File: src/design/cbts_pkg.sv
// Shared types and constants for the CAN bit timing solver.
// Used by cbts_div, can_bit_timing_solver_core and the testbench. No dependencies.
package cbts_pkg;

    // Field widths
    localparam int CLK_W     = 32;
    localparam int RATE_W    = 24;
    localparam int Q_W       = 5;
    localparam int PRESC_W   = 16;
    localparam int DIVISOR_W = RATE_W + Q_W;

    // Search of quanta counts, outward from the base count
    localparam int BASE_QUANTA = 16;
    localparam int SEARCH_SPAN = 9;
    localparam int OFF_W       = $clog2(SEARCH_SPAN + 2);
    localparam int CAND_W      = 8;
    localparam int Q_MIN       = 2;
    localparam int Q_MAX       = 31;

    // Divider steps, one quotient bit per step
    localparam int DIV_STEPS = CLK_W;
    localparam int STEP_W    = $clog2(DIV_STEPS);

    typedef enum logic [1:0] {
        ST_OK        = 2'd0,
        ST_NO_DIV    = 2'd1,
        ST_ZERO_RATE = 2'd2,
        ST_OVERFLOW  = 2'd3
    } t_status;

    // Control towards the divider
    typedef struct packed {
        logic start;
    } t_div_ctrl;

    // Status back from the divider
    typedef struct packed {
        logic done;
        logic exact;
    } t_div_stat;

endpackage

File: src/design/cbts_div.sv
// Bit-serial restoring divider: one quotient bit per clock cycle.
// Depends on cbts_pkg.
module cbts_div (
    input  logic                            i_clk,
    input  logic                            i_rst_n,
    input  cbts_pkg::t_div_ctrl             i_ctrl,
    input  logic [cbts_pkg::CLK_W-1:0]      i_dividend,
    input  logic [cbts_pkg::DIVISOR_W-1:0]  i_divisor,
    output cbts_pkg::t_div_stat             o_stat,
    output logic [cbts_pkg::CLK_W-1:0]      o_quot
);
    import cbts_pkg::*;

    logic                 r_busy;
    logic                 r_done;
    logic [STEP_W-1:0]    r_cnt;
    logic [DIVISOR_W-1:0] r_rem;
    logic [CLK_W-1:0]     r_quo;

    logic [DIVISOR_W:0]   n_shift;
    logic [DIVISOR_W:0]   n_diff;
    logic                 n_bit;

    // Bring down the next dividend bit and try the subtraction
    always_comb begin
        n_shift = {r_rem, r_quo[CLK_W-1]};
        n_diff  = n_shift - {1'b0, i_divisor};
        n_bit   = (n_shift >= {1'b0, i_divisor});
    end

    // Shift dividend out and quotient in, one bit a cycle
    always_ff @(posedge i_clk) begin
        if (!i_rst_n) begin
            r_busy <= 1'b0;
            r_done <= 1'b0;
            r_cnt  <= '0;
        end else begin
            r_done <= 1'b0;
            if (i_ctrl.start) begin
                r_busy <= 1'b1;
                r_cnt  <= '0;
                r_rem  <= '0;
                r_quo  <= i_dividend;
            end else if (r_busy) begin
                r_rem <= n_bit ? n_diff[DIVISOR_W-1:0] : n_shift[DIVISOR_W-1:0];
                r_quo <= {r_quo[CLK_W-2:0], n_bit};
                r_cnt <= r_cnt + 1'b1;
                if (r_cnt == STEP_W'(DIV_STEPS - 1)) begin
                    r_busy <= 1'b0;
                    r_done <= 1'b1;
                end
            end
        end
    end

    assign o_stat.done  = r_done;
    assign o_stat.exact = (r_rem == '0);
    assign o_quot       = r_quo;

endmodule

File: src/design/can_bit_timing_solver_core.sv
// CAN nominal bit timing solver, top level.
// Depends on cbts_pkg and cbts_div.
//
// Pulse start while busy is low to hand in a kernel clock and a bitrate. The
// block tries quanta counts 16, 16, 15, 17, 14, 18 ... 7, 25 in turn; each
// trial divides the clock by bitrate times count on a shared bit-serial
// divider, so an item ends far sooner when an early count divides than when
// no count fits. A zero bitrate is answered in the cycle straight after
// start, and busy never rises for it. The result appears for exactly one
// cycle with o_valid high and must be captured then; the receiver cannot
// hold it off. Busy stays high until that cycle.
module can_bit_timing_solver_core (
    input  logic                            i_clk,
    input  logic                            i_rst_n,
    input  logic                            start,
    output logic                            busy,
    input  logic [cbts_pkg::CLK_W-1:0]      i_clock_hz,
    input  logic [cbts_pkg::RATE_W-1:0]     i_target_bitrate,
    output logic                            o_valid,
    output logic [1:0]                      o_status,
    output logic [cbts_pkg::PRESC_W-1:0]    o_prescaler,
    output logic [cbts_pkg::Q_W-1:0]        o_quanta_per_bit,
    output logic [cbts_pkg::Q_W-1:0]        o_phase_seg1,
    output logic [cbts_pkg::Q_W-1:0]        o_phase_seg2
);
    import cbts_pkg::*;

    typedef enum logic [2:0] {
        S_IDLE,
        S_CAND,
        S_KICK,
        S_WAIT,
        S_NEXT,
        S_FIN
    } t_state;

    t_state                r_state;
    logic [CLK_W-1:0]      r_clk;
    logic [RATE_W-1:0]     r_rate;
    logic [OFF_W-1:0]      r_off;
    logic                  r_side;
    logic [Q_W-1:0]        r_q;
    logic [DIVISOR_W-1:0]  r_divisor;

    logic                  r_valid;
    t_status               r_status;
    logic [PRESC_W-1:0]    r_presc;
    logic [Q_W-1:0]        r_qpb;
    logic [Q_W-1:0]        r_seg1;
    logic [Q_W-1:0]        r_seg2;

    logic signed [CAND_W-1:0] n_cand;
    logic                     n_cand_ok;
    logic [DIVISOR_W-1:0]     n_divisor;
    logic [Q_W+2:0]           n_seven_q;
    logic [Q_W-1:0]           n_a;
    logic [Q_W-1:0]           n_seg1;
    logic [Q_W-1:0]           n_seg2;

    t_div_ctrl            div_ctrl;
    t_div_stat            div_stat;
    logic [CLK_W-1:0]     div_quot;

    // Candidate count for the current offset and side
    always_comb begin
        if (r_side) begin
            n_cand = CAND_W'(BASE_QUANTA) + $signed(CAND_W'(r_off));
        end else begin
            n_cand = CAND_W'(BASE_QUANTA) - $signed(CAND_W'(r_off));
        end
        n_cand_ok = (n_cand >= CAND_W'(Q_MIN)) && (n_cand <= CAND_W'(Q_MAX));
        n_divisor = DIVISOR_W'(r_rate) * DIVISOR_W'(n_cand[Q_W-1:0]);
    end

    // Sample point (one plus segment 1) nearest seven eighths; a tie keeps the lower value
    always_comb begin
        n_seven_q = {r_q, 3'b000} - (Q_W+3)'(r_q);
        n_a       = n_seven_q[Q_W+2:3];
        n_seg1    = (n_seven_q[2:0] > 3'd4) ? n_a : n_a - 1'b1;
        n_seg2    = r_q - n_seg1 - 1'b1;
    end

    assign div_ctrl.start = (r_state == S_KICK);

    cbts_div u_div (
        .i_clk      (i_clk),
        .i_rst_n    (i_rst_n),
        .i_ctrl     (div_ctrl),
        .i_dividend (r_clk),
        .i_divisor  (r_divisor),
        .o_stat     (div_stat),
        .o_quot     (div_quot)
    );

    // Sequence the search and register the result
    always_ff @(posedge i_clk) begin
        if (!i_rst_n) begin
            r_state <= S_IDLE;
            r_valid <= 1'b0;
        end else begin
            r_valid <= 1'b0;
            unique case (r_state)
                S_IDLE: begin
                    if (start) begin
                        r_clk  <= i_clock_hz;
                        r_rate <= i_target_bitrate;
                        r_off  <= '0;
                        r_side <= 1'b0;
                        if (i_target_bitrate == '0) begin
                            r_valid  <= 1'b1;
                            r_status <= ST_ZERO_RATE;
                            r_presc  <= '0;
                            r_qpb    <= '0;
                            r_seg1   <= '0;
                            r_seg2   <= '0;
                        end else begin
                            r_state <= S_CAND;
                        end
                    end
                end
                S_CAND: begin
                    // skip counts out of range without a trial
                    if (n_cand_ok) begin
                        r_q       <= n_cand[Q_W-1:0];
                        r_divisor <= n_divisor;
                        r_state   <= S_KICK;
                    end else begin
                        r_state <= S_NEXT;
                    end
                end
                S_KICK: begin
                    r_state <= S_WAIT;
                end
                S_WAIT: begin
                    if (div_stat.done) begin
                        r_state <= div_stat.exact ? S_FIN : S_NEXT;
                    end
                end
                S_NEXT: begin
                    if (!r_side) begin
                        r_side  <= 1'b1;
                        r_state <= S_CAND;
                    end else if (r_off == OFF_W'(SEARCH_SPAN)) begin
                        r_valid  <= 1'b1;
                        r_status <= ST_NO_DIV;
                        r_presc  <= '0;
                        r_qpb    <= '0;
                        r_seg1   <= '0;
                        r_seg2   <= '0;
                        r_state  <= S_IDLE;
                    end else begin
                        r_off   <= r_off + 1'b1;
                        r_side  <= 1'b0;
                        r_state <= S_CAND;
                    end
                end
                S_FIN: begin
                    r_valid <= 1'b1;
                    r_state <= S_IDLE;
                    if (div_quot[CLK_W-1:PRESC_W] != '0) begin
                        r_status <= ST_OVERFLOW;
                        r_presc  <= '0;
                        r_qpb    <= '0;
                        r_seg1   <= '0;
                        r_seg2   <= '0;
                    end else begin
                        r_status <= ST_OK;
                        r_presc  <= div_quot[PRESC_W-1:0];
                        r_qpb    <= r_q;
                        r_seg1   <= n_seg1;
                        r_seg2   <= n_seg2;
                    end
                end
                default: begin
                    r_state <= S_IDLE;
                end
            endcase
        end
    end

    assign busy             = (r_state != S_IDLE);
    assign o_valid          = r_valid;
    assign o_status         = r_status;
    assign o_prescaler      = r_presc;
    assign o_quanta_per_bit = r_qpb;
    assign o_phase_seg1     = r_seg1;
    assign o_phase_seg2     = r_seg2;

endmodule

File: config.mk
export PLATFORM = sky130hd
export DESIGN_NAME = can_bit_timing_solver_core
export DESIGN_NICKNAME = d
export VERILOG_FILES = /design/src/design/cbts_pkg.sv /design/src/design/cbts_div.sv /design/src/design/can_bit_timing_solver_core.sv
export SDC_FILE = /design/constraint.sdc
export NUM_CORES = 1
export LEC_CHECK = 0
export BUFFER_PORTS_ARGS = -buffer_cell sky130_fd_sc_hd__buf_4
export CELL_PAD_IN_SITES_DETAIL_PLACEMENT = 0
export CELL_PAD_IN_SITES_GLOBAL_PLACEMENT = 1
export CORE_UTILIZATION = 44
export CTS_CLUSTER_SIZE = 30
export DETAILED_ROUTE_END_ITERATION = 6
export PLACE_DENSITY_LB_ADDON = 0.1
export SETUP_SLACK_MARGIN = 0.4
export SYNTH_ARGS = -nofsm -noshare
export SYNTH_HDL_FRONTEND = slang
export SYNTH_SLANG_ARGS = --single-unit
File: constraint.sdc
create_clock -name i_clk -period 7.7 [get_ports i_clk]
set_clock_uncertainty 0.1 [all_clocks]
set_input_delay 1.54 -clock i_clk [delete_from_list [all_inputs] [get_ports i_clk]]
set_output_delay 1.54 -clock i_clk [all_outputs]
set_load 0.02 [all_outputs]
# Yosys cells after proc, flatten, opt, wreduce, memory -nomap -nowiden
# Index checks and enable logic that the tools add are counted.
# W data, S select, Z words.
# totals
output_inout_bits,35
wordCells,118
inputBits,59
reg_bits,200
# classes
eq_ne,14
n_reduce_logical,18
n_mul,1
mux,52
n_addsub,9
magnitude_cmp,4
n_bitwise,2
# op_table
operator,n
$mux W16,5
$mux W32,2
$mux W29,2
$pmux W16 S3,1
$pmux W5 S3,3
$mux W5,8
$ge A30 B29 Y1,1
$logic_not A29 Y1,1
$mul A24 B5 Y29,1
$sub A29 B29 Y29,1
$logic_not A24 Y1,1
$reduce_bool A16 Y1,1
$pmux W3 S5,1
$mux W1,13
$mux W3,4
$mux W4,3
$ne A2 B2 Y1 const B,6
$reduce_and A3 Y1,4
$mux W2,5
$sub A5 B1 Y5 const B,2
$ge A8 B3 Y1 const B,1
$le A8 B6 Y1 const B,1
$mux W8,1
$pmux W4 S2,1
26 further kinds,31

# Logic depth before layout (Yosys ltp)
# Gate-level depths: netlist (run 1).
# depth
word_depth,7
depth_mapped,24

# By module
# From an unflattened synthesis (run 1), not the netlist that was laid out.
# unflattened
cells_unflattened,1253
area_unflattened_um2,13402.9
# modules_own_cells
module,seq_area_each_um2,cells_each,area_each_um2,instances
can_bit_timing_solver_core,3923.8,772,8738.4,1
cbts_div,1971.9,481,4664.5,1

# Worst setup path before layout (run 1)
# No wires, ideal clock.
# synth_timing
path_kind,input port to flip-flop
start,input i_target_bitrate[19] in the netlist's numbering
end,register r_seg1[0] (netlist: o_phase_seg1[0]) (enable)
t_required_ns,6.998
t_arrival_ns,7.403
slack_ns,-0.405
cell_stages,5
setup_time_ns,0.602
cell_sequence,nor4_1 > nand4_1 > nor2_1 > a31oi_1 > a2111oi_0
# synth_between
elab_chain_cells,3
# synth_rtl
item,line_no,rtl
"start, declared",can_bit_timing_solver_core.sv:18,"input logic [cbts_pkg::RATE_W-1:0] i_target_bitrate,"
$logic_not A24 Y1,can_bit_timing_solver_core.sv:109,if (i_target_bitrate == '0) begin
$ne A2 B2 Y1 (no line),n/a,
$reduce_and A6 Y1 (no line),n/a,
"end signal, assigned",can_bit_timing_solver_core.sv:170,r_seg1 <= n_seg1;
"end, declared",can_bit_timing_solver_core.sv:49,logic [Q_W-1:0] r_seg1;
# No other way between the ends.
# A chain may end at the register's enable or synchronous reset.

# Worst setup path after layout (run 1)
# layout_timing
start,register r_off[1]
end,"register r_divisor[28], data pin"
# layout_between
elab_chain_cells,3
word_cells_on_any_way,4
# layout_rtl
item,line_no,rtl
"start, declared",can_bit_timing_solver_core.sv:40,logic [OFF_W-1:0] r_off;
"start signal, assigned",can_bit_timing_solver_core.sv:152,r_off <= r_off + 1'b1;
$sub A5 B4 Y6 or $add A5 B4 Y6 (tied branches),"can_bit_timing_solver_core.sv:69, can_bit_timing_solver_core.sv:67",
$mux W8 *,can_bit_timing_solver_core.sv:66,if (r_side) begin
$mul A24 B5 Y29 *,can_bit_timing_solver_core.sv:72,n_divisor = DIVISOR_W'(r_rate) * DIVISOR_W'(n_cand[Q_W-1:0]);
named net n_divisor[28],can_bit_timing_solver_core.sv:54,logic [DIVISOR_W-1:0] n_divisor;
"end signal, assigned",can_bit_timing_solver_core.sv:125,r_divisor <= n_divisor;
"end, declared",can_bit_timing_solver_core.sv:43,logic [DIVISOR_W-1:0] r_divisor;
# Mark *: on every way through the listed nets, which the timed path passes. The rest lies on a longest branch.

==> results of run 1 <==
[stage by stage]
| stage | cells | hold slack, ps | instance area (µm²) | util [%] |
|---|---|---|---|---|
| after floorplan | 1283 | 367 | 13300 | - |
| after global placement | 1736 | 384 | 14500 | 48.7 |
| after detailed placement | 1736 | 391 | 14500 | 48.7 |
| after CTS | 1768 | 413 | 15000 | 50.6 |
| after global routing | 1768 | 433 | 15000 | 50.6 |
| final | 1768 | 412 | 15000 | 50.6 |
[layout make-up]
cell class | instances | share of cell area (%)
Inverter | 134 | 3.34
Sequential cell | 200 | 39.2
Clock buffer | 17 | 2.83
Multi-Input combinational cell | 908 | 45.2
Tap cell | 390 | 3.24
Timing Repair Buffer | 104 | 5.19
Clock inverter | 15 | 1.03
[cell families (layout without fill, tap and decap cells)]
family	count (synthesis)	count (layout)	synth area share, %
AOI/OAI and AO/OA	190	190	9.33
xor gates and xnor gates	62	62	4.07
adders and majority gates	149	149	17.8
buffers and inverters	175	270	5.08
DFF	200	200	44.2
muxes	24	24	1.81
and+or+nand+nor	483	483	17.7
[per-layer routing]
layer  part of all wire [%]  GRT usage (%)  wire length (µm)
met5                      0              0                 0
met3                    2.5           2.56               699
met2                     44           29.6             12500
met4                   0.93           4.46               262
met1                     52           28.8             14800
[power breakdown]
group	switching (mW)	internal, mW
clock network	0.452	0.434
registers	0.0700	1.40
logic	1.05	0.764
total	1.58	2.60
[registers in the layout, summed over array words and instances (netlist names), 4 cells and up]
name	cells
r_divisor	29
r_rate	24
o_quanta_per_bit	5
r_q	5
u_div.r_rem	29
o_phase_seg2	5
o_prescaler	16
r_clk	32
o_phase_seg1	5
u_div.r_cnt	5
u_div.o_quot	32
r_off	4
[tightest hold or removal path, stage by stage (launching register included)]
cell and delay (ps):
edfxtp_1 320, nand2_1 50, nand2_1 40
[worst max-delay path by stage]
stage	start	endpoint	slack, ps	cells after the start
after floorplan	i_target_bitrate[19]	o_phase_seg1[0]	1200	5
after global placement	r_off[1]	r_divisor[28]	1850	19
after detailed placement	r_off[1]	r_divisor[28]	1770	19
after CTS	r_off[1]	r_divisor[28]	1750	19
after global routing	r_off[1]	r_divisor[28]	1440	19
final	r_off[1]	r_divisor[28]	1800	19
[Yosys cell counts (15+ instances only)]
| cell type | instances |
|---|---|
| a21o_1 | 21 |
| a21oi_1 | 51 |
| and2_1 | 88 |
| clkbuf_1 | 32 |
| edfxtp_1 | 189 |
| fa_1 | 68 |
| ha_1 | 81 |
| inv_1 | 133 |
| mux2i_1 | 23 |
| nand2_1 | 171 |
| nor2_1 | 90 |
| nor2b_1 | 33 |
| nor3_1 | 17 |
| nor4_1 | 20 |
| o21a_1 | 15 |
| o21ai_0 | 33 |
| xnor2_1 | 39 |
| xor2_1 | 23 |
==> results.yml, run 1 <==
logic_synthesis:
  yosysWarnings: 0
  postSynthCellCount: 1283
  synth_cell_types: 68
  netlist_top_cells_area: "edfxtp_1, fa_1, ha_1, nand2_1, and2_1"
  yosys.area.top_type: "edfxtp_1"
  synthDominantCellAreaShare_pct: 42.5
  syn-num-nets: 1491
  synth_enable_flop_cells: 189
  synthesis.area_per_instance_um2: 10.4
  syn_area_um2: 13300
  total_of_flip_flops_plus_latches_after_synthesis: 200
  async_set_or_reset_flop_fraction_in_the_synthesized_netlist_pct: 0
  synth_flop_cell: "edfxtp_1"
  synth_seq_area_share_pct: 44.2
grt:
  globalRouteOverflowTotal: 0
  grt_start_max_net_pins: 55
  grt_pass1_vias: 9091
  grt_first_pass_wirelength_um: 47200
  grt_antenna_before_repair: 0
  grt.total_usage_pct: 19.3
cells_and_area:
  fillCellCount: 2745
  area_of_the_multi_input_gates_um2: 6800
  area.sequential_um2: 5900
  fraction_of_layout_instances_using_a_drive_strength_above_1_pct: 11.4
  insertedDiodeCount: 0
  areaGrowthSynthToFinish_pct: 12.8
  final_nets: 1573
  layout.cells.most_common_list: "edfxtp_1, nand2_1, inv_1"
  final_common_cell: "edfxtp_1"
placement:
  preCtsSetupSlack_ps: 1770
  gpl.final_weighted_congestion: 0.814
  detailed_place_hpwl_um: 21200
  io_buffer_count: 93
power:
  total_power_mw: 4.18
  power_per_cell_area_nw_per_um2: 278
  vdd_drop_max_uv: 184
  cellLeakagePower_nw: 6.33
timing:
  rsz0062_at_grt: "false"
  maxSlewHeadroom_pct: 27.2
  postLayoutSetupSlackWorst_ps: 1800
  fin_setup_tns_ps: 0
  final_period_minus_worst_setup_slack_ps: 5900
  timing.fmax_mhz: 169
  layout_worst_path_cycle_share_pct: 76.7
  final_hold_vio_count: 0
  slew_violations: 0
  finalSetupViolCount: 0
  worstMarginPinSlew_ps: 1090
clock_tree:
  cts-root-to-sink-buffers: 2
  tritoncts: "built"
  cts.htree.levels: 4
  cts.reportedPaths.clkPinSlew_ps: 80
  clock_sinks: 200
  clock_tree.root_cell: "clkbuf_16"
  cts-resized-gates: 0
  cts_hold_repair.buffers: 0
  postCtsSetupBuffers: 0
  clkLatencyLatePin_ps: 450
  cts_made_buffers: 17
setup_path:
  rr_worst_depth: 19
  cpPeakStageDelay_ps: 540
  timing.rr.end: "r_divisor[28]"
  crit_fanout: 26
  crit_path_end_kind: "flop"
  setup.reg_to_reg.worst_slack_ps: 1800
  required_ps: 7800
  reg2reg_from: "r_off[1]"
  cp_cell_sequence: "inv_1 > ha_1 > nand2_1 > nand2_1 > and2_1 > fa_1 > fa_1 > inv_1 > fa_1 > inv_1 > ha_1 > a211o_1 > o32ai_2 > o21ai_1 > a21o_1 > a211o_1 > a221o_1 > a21oi_1 > xnor2_1"
  crit_path_class: "reg -> reg"
  setup.worst_path.start_class: "flop"
  slowest_stage: "fa_1"
  path_delay_family: "adder cells"
  worst_ep_arrival_time_ps: 6000
  path_buf_inv: 3
min_path:
  min_path_cells: 2
  class_of_the_worst_hold_path: "reg -> reg"
  hp-start: "r_clk[7]"
  min_to: "u_div.o_quot[7]"
flow_run:
  max_cap_violations: 0
floorplan:
  pin_count: 94
  core_region_area_um2: 29700
  die_height_um: 176
  die_w_um: 176
  rows: 63
  floorplan.initialDensity_pct: 44.9
  die_area_um2: 31000
detailed_routing:
  drcViolationCount: 0
  drt-pass1-iter-count: 5
  viasPerCell: 5.07
  ant_nets: 0
  wl_um: 28300
  route.vias.total: 8971
  drtIter0Drc: 584
  wl_per_cell_um: 16.0
status:
  outcome: "complete, no violations"
(Power assumes the default switching activity.)
==> run 2: changes to the inputs <==
--- a/config.mk
+++ b/config.mk
@@ -5,10 +5,11 @@
 export SDC_FILE = /design/constraint.sdc
 export NUM_CORES = 1
 export LEC_CHECK = 0
+export ABC_AREA = 1
 export BUFFER_PORTS_ARGS = -buffer_cell sky130_fd_sc_hd__buf_4
 export CELL_PAD_IN_SITES_DETAIL_PLACEMENT = 0
 export CELL_PAD_IN_SITES_GLOBAL_PLACEMENT = 1
-export CORE_UTILIZATION = 44
+export CORE_UTILIZATION = 42
 export CTS_CLUSTER_SIZE = 30
 export DETAILED_ROUTE_END_ITERATION = 6
 export PLACE_DENSITY_LB_ADDON = 0.1
==> constraint.sdc (replaced) <==
create_clock -name i_clk -period 4.7 [get_ports i_clk]
set_clock_uncertainty 0.1 [all_clocks]
set_input_delay 0.94 -clock i_clk [delete_from_list [all_inputs] [get_ports i_clk]]
set_output_delay 0.94 -clock i_clk [all_outputs]
set_load 0.02 [all_outputs]
==> run 2 against run 1 <==
  * Critical path depth is 1 higher
  * First-iteration DRC count increased by 15%
  * Flip-flop and latch count is the same
  * Final cell count is 37% higher
  * Cell area increased by 19%
  * Area after synthesis up 9.2%
  * Die area is 14% higher
  * Wire length up 32%
  * Global-route usage is 1.9 points higher
  * Setup slack lost 1600 ps
  * Critical endpoint is now r_divisor[23]
  * Register-to-register slack got worse by 1600 ps
  * Clock power is 70% higher
==> results.yml, run 2 <==
logic_synthesis:
  synth.cells.most_frequent: "nand2_1, inv_1, nor2_1"
  synth_enable_flop_cells: 189
  synth_cell_types: 41
  synthesis.area_per_instance_um2: 8.04
  synthMostInstantiatedCell: "nand2_1"
  synth_seq_area_share_pct: 40.5
  synth_flop_cell: "edfxtp_1"
  yosys.area.top_type: "edfxtp_1"
  total_of_flip_flops_plus_latches_after_synthesis: 200
  netlist_top_cells_area: "edfxtp_1, nand2_1, fa_1, inv_1, ha_1"
  async_set_or_reset_flop_fraction_in_the_synthesized_netlist_pct: 0
  syn_area_um2: 14600
  synthDominantCellAreaShare_pct: 39.0
  yosysWarnings: 0
  syn-num-nets: 2020
  postSynthCellCount: 1812
cells_and_area:
  areaGrowthSynthToFinish_pct: 22.9
  final_nets: 2170
  final_common_cell: "nand2_1"
  fraction_of_layout_instances_using_a_drive_strength_above_1_pct: 20.3
  post-route-util_pct: 52.9
  insertedDiodeCount: 0
  layout.cells.most_common_list: "nand2_1, inv_1, nor2_1"
timing:
  rsz0062_at_grt: "true"
  timing.fmax_mhz: 221
  final_period_minus_worst_setup_slack_ps: 4520
  finalSetupViolCount: 0
  worstMarginPinSlew_ps: 730
  fin_setup_tns_ps: 0
  layout_worst_path_cycle_share_pct: 96.2
  final_hold_vio_count: 0
  maxSlewHeadroom_pct: 51.2
  slew_violations: 0
floorplan:
  die_height_um: 188
  die_area_um2: 35400
  die_w_um: 188
  pin_count: 94
  rows: 67
  floorplan.initialDensity_pct: 43.0
  core_region_area_um2: 33900
detailed_routing:
  drtIter0Drc: 671
  viasPerCell: 4.82
  drt-pass1-iter-count: 4
  ant_nets: 0
  wl_um: 37300
  drcViolationCount: 0
  route.vias.total: 11700
  wl_per_cell_um: 15.4
clock_tree:
  cts-root-to-sink-buffers: 2
  clock_tree.root_cell: "clkbuf_16"
  clock_sinks: 200
  tritoncts: "built"
  cts.reportedPaths.clkPinSlew_ps: 80
  cts.htree.levels: 4
  cts_made_buffers: 17
  clkLatencyLatePin_ps: 450
status:
  outcome: "complete, no violations"
placement:
  detailed_place_hpwl_um: 28300
  gpl.final_weighted_congestion: 0.909
  io_buffer_count: 93
setup_path:
  cp_cell_sequence: "inv_2 > ha_4 > nand2_2 > a21boi_4 > buf_12 > buf_12 > nor2_4 > fa_1 > fa_1 > inv_1 > fa_1 > inv_2 > ha_4 > a21o_1 > a21oi_2 > o21ai_1 > nand3_1 > nand3_1 > nand2_1 > nand2_1"
  crit_path_end_kind: "flop"
  path_buf_inv: 5
  slowest_stage: "fa_1"
  path_delay_family: "adder cells"
  setup.worst_path.start_class: "flop"
  critPathMostFrequentCell: "fa_1"
  worst_ep_arrival_time_ps: 4620
  crit_fanout: 8
  crit_path_class: "reg -> reg"
  cpPeakStageDelay_ps: 560
  required_ps: 4800
grt:
  grt_first_pass_wirelength_um: 58900
  grt.total_usage_pct: 21.2
  grt_start_max_net_pins: 51
  grt_antenna_before_repair: 0
  grt_pass1_vias: 11400
  globalRouteOverflowTotal: 0
power:
  power_per_cell_area_nw_per_um2: 721
  cellLeakagePower_nw: 8.44
  vdd_drop_max_uv: 439
  total_power_mw: 12.9
min_path:
  class_of_the_worst_hold_path: "reg -> reg"
flow_run:
  max_cap_violations: 0
-- run 2: cell types whose count changed after synthesis, sizes merged, moves of 15 or more --
| cell | previous run | this run |
|---|---|---|
| and2 | 89 | 5 |
| nor2b | 33 | 0 |
| nand3 | 14 | 75 |
| nand2 | 172 | 516 |
| nor2 | 91 | 254 |
| mux2i | 23 | 0 |
| xnor2 | 39 | 8 |
| nor4 | 22 | 7 |
| inv | 134 | 354 |
| nand4 | 8 | 33 |
-- run 2: metrics by stage --
step,cell area (µm²),instances,hold slack [ps],worst slack [ps]
CTS,17400,2400,372,291
global placement,16300,2348,356,49.1
floorplan,15000,1812,345,352
finish,17900,2423,370,179
detailed placement,16300,2348,359,-41.8
global route,17900,2423,392,20.1
-- run 2: what timing repair did --
item / CTS / global route
pin swaps: 61 / 70
gates cloned: 1 / 3
endpoints found under the setup margin: 18 / 22
hold buffers: 0 / 0
buffers inserted: 19 / 20
gates resized for setup: 88 / 89
-- run 2: layer usage --
metal	GRT usage, %	wire length (µm)	vias up
met2	35.2	17600	230
met4	5.19	816	0
met5	0	0	-
met3	2.61	1140	52
li1	-	-	5991
met1	29.5	17700	5398
-- run 2: cell type report --
type                       instances  area, µm²
clock buffer                      21        450
clock inverter                    11        136
fill                            3218      16000
inverter                         354       1330
multi-input combinational       1229       8190
sequential                       200       5900
tap                              448        561
timing repair buffer             160       1340
-- run 2: power breakdown --
group / switching [mW] / leakage [nW] / internal [mW]
Clock: 0.735 / 0.282 / 0.770
Sequential: 0.156 / 1.76 / 2.55
Combinational: 5.23 / 6.39 / 3.47
-- run 2: cell families (layout without fill, tap and decap cells) --
logic type	Yosys count	count (layout)	share of synthesized area [%]
AO/OA/AOI/OAI	117	117	4.46
AND/OR/NAND/NOR	933	933	26.8
flip-flops	200	200	40.5
XOR/XNOR	30	30	1.80
buffers and inverters	383	546	10.2
adder cells (fa/ha/maj)	149	149	16.3
-- run 2: worst register-to-register path, delay by kind of cell (launching register included) --
family,cells,cell delay [ps]
buffers and inverters,5,510
adder cells (fa/ha/maj),5,2020
AO/OA/AOI/OAI,4,760
AND/OR/NAND/NOR,6,480
flip-flops,1,410
-- run 2: final timing paths --
check,start,endpoint,slack (ps),cells past startpoint
setup / recovery,r_off[0],r_divisor[23],180,20
hold reg to reg,u_div.r_cnt[4],u_div.r_cnt[4],370,2
setup reg to reg,r_off[0],r_divisor[23],180,20
hold / removal,u_div.r_cnt[4],u_div.r_cnt[4],370,2
==> run 3: changes to the inputs <==
--- a/config.mk
+++ b/config.mk
@@ -9,7 +9,7 @@
 export BUFFER_PORTS_ARGS = -buffer_cell sky130_fd_sc_hd__buf_4
 export CELL_PAD_IN_SITES_DETAIL_PLACEMENT = 0
 export CELL_PAD_IN_SITES_GLOBAL_PLACEMENT = 1
-export CORE_UTILIZATION = 42
+export CORE_UTILIZATION = 47
 export CTS_CLUSTER_SIZE = 30
 export DETAILED_ROUTE_END_ITERATION = 6
 export PLACE_DENSITY_LB_ADDON = 0.1
==> constraint.sdc (replaced) <==
create_clock -name i_clk -period 4.9 [get_ports i_clk]
set_clock_uncertainty 0.1 [all_clocks]
set_input_delay 0.98 -clock i_clk [delete_from_list [all_inputs] [get_ports i_clk]]
set_output_delay 0.98 -clock i_clk [all_outputs]
set_load 0.02 [all_outputs]
==> run 3 against run 2 <==
  * Cell area fell by 0.92%
  * Flip-flop and latch count is the same
  * Final cell count is 2.4% lower
  * Hold slack improved by 5.9 ps
  * Non-clock buffer count shrank 6
  * Utilization is 5.3 points higher
  * Critical path depth increased by 2
  * Via count rose by 1.3%
  * Largest cell class unchanged
==> results.yml, run 3 (synthesis results as in run 2) <==
grt:
  grt_pass1_vias: 11200
  grt.total_usage_pct: 23.2
  grtUsageMet1_pct: 32.5
  grt_first_pass_wirelength_um: 56200
  top_usage_layer: "met2"
  globalRouteMet3Util_pct: 3.20
  grtUsageMet2_pct: 37.1
  grt_start_max_net_pins: 52
  globalRouteOverflowTotal: 0
  grt_antenna_before_repair: 0
timing:
  final_period_minus_worst_setup_slack_ps: 4430
  timing.fmax_mhz: 226
  rsz0062_at_grt: "true"
  layout_worst_path_cycle_share_pct: 90.3
  final_hold_vio_count: 0
  fin_setup_tns_ps: 0
  finalSetupViolCount: 0
  maxSlewHeadroom_pct: 52.7
  worstMarginPinSlew_ps: 708
  slew_violations: 0
cells_and_area:
  fraction_of_layout_instances_using_a_drive_strength_above_1_pct: 20.8
  final_common_cell: "nand2_1"
  areaGrowthSynthToFinish_pct: 21.8
  insertedDiodeCount: 0
  fillCellCount: 2764
  layout.cells.most_common_list: "nand2_1, inv_1, nor2_1"
  final_nets: 2164
clock_tree:
  clkLatencyLatePin_ps: 460
  cts-root-to-sink-buffers: 2
  tritoncts: "built"
  clock_tree.root_cell: "clkbuf_16"
  cts.reportedPaths.clkPinSlew_ps: 90
  cts.htree.levels: 4
  clock_sinks: 200
  cts_made_buffers: 17
placement:
  io_buffer_count: 93
  gpl.final_weighted_congestion: 0.873
  detailed_place_hpwl_um: 27600
detailed_routing:
  ant_nets: 0
  wl_um: 36600
  viasPerCell: 5.00
  drt-pass1-iter-count: 5
  route.vias.total: 11800
  drtIter0Drc: 654
  drcViolationCount: 0
  wl_per_cell_um: 15.5
floorplan:
  die_area_um2: 31700
  die_w_um: 178
  floorplan.initialDensity_pct: 47.7
  core_region_area_um2: 30500
  die_height_um: 178
  rows: 64
  pin_count: 94
setup_path:
  setup.worst_path.start_class: "flop"
  worst_ep_arrival_time_ps: 4540
  required_ps: 5010
  crit_path_class: "reg -> reg"
  crit_path_end_kind: "flop"
  crit_fanout: 8
power:
  power_per_cell_area_nw_per_um2: 694
  cellLeakagePower_nw: 8.37
  total_power_mw: 12.3
  vdd_drop_max_uv: 432
flow_run:
  max_cap_violations: 0
min_path:
  class_of_the_worst_hold_path: "reg -> reg"
status:
  outcome: "complete, no violations"
-- run 3: worst paths after layout --
check	cells past startpoint	slack, ps	start	end
max reg2reg	22	470	r_off[0]	r_divisor[27]
max	22	470	r_off[0]	r_divisor[27]
min reg2reg	2	380	u_div.r_cnt[4]	u_div.r_cnt[4]
min	2	380	u_div.r_cnt[4]	u_div.r_cnt[4]
-- run 3: area by class of cell --
class	instances	area, µm²	share of cell area, %
multi-input cells	1229	8180	46.1
flip-flops and latches	200	5900	33.2
inverters	354	1330	7.50
repair buffers	154	1260	7.10
well taps	396	495	2.79
clock buffers	17	425	2.40
clock inverters	15	159	0.896
-- run 3: repair_timing --
item | 4_1_cts | 5_1_grt
hold buffers | 0 | 0
endpoints found under the setup margin | 19 | 20
resized for setup | 89 | 161
pin swaps | 19 | 115
cloned | 1 | 3
setup buffers | 10 | 25
-- run 3: worst max-delay path, stage by stage, from the launching register on --
cell      delay (ps)
edfxtp_1         410
inv_2            130
ha_4             180
nor2_4            40
nor2_2           120
a21boi_2          70
buf_6            140
buf_12           150
nor2_2           100
fa_1             450
fa_1             540
inv_1             50
fa_1             530
inv_1             60
ha_4             260
a21oi_1          220
o21ai_1          150
nand2_1           90
nand3_1           80
a21oi_2          130
nand2_1           60
nand2_1           50
nand2_1           60
-- run 3: report_power, final --
part           total, mW  switching (mW)  leakage [nW]  internal (mW)
logic               8.31            5.07          6.33           3.24
clock network       1.41           0.730         0.271          0.680
registers           2.59           0.141          1.76           2.45
total               12.3            5.94          8.37           6.37
-- run 3: layer usage --
metal / routed length [µm] / up-vias
met1: 17400 / 5584
met4: 614 / 0
met5: 0 / -
li1: - / 5971
met3: 1310 / 35
met2: 17200 / 230
-- run 3: metrics by stage --
step	util (%)	hold WS [ps]	setup WS (ps)	instances	area (µm²)
after floorplan	-	345	384	1812	14600
after global placement	51.9	354	-68.8	2294	15800
after detailed placement	51.9	365	-71.4	2294	15800
after CTS	55.4	376	410	2337	16900
after global routing	58.2	409	299	2365	17700
final	58.2	376	475	2365	17700
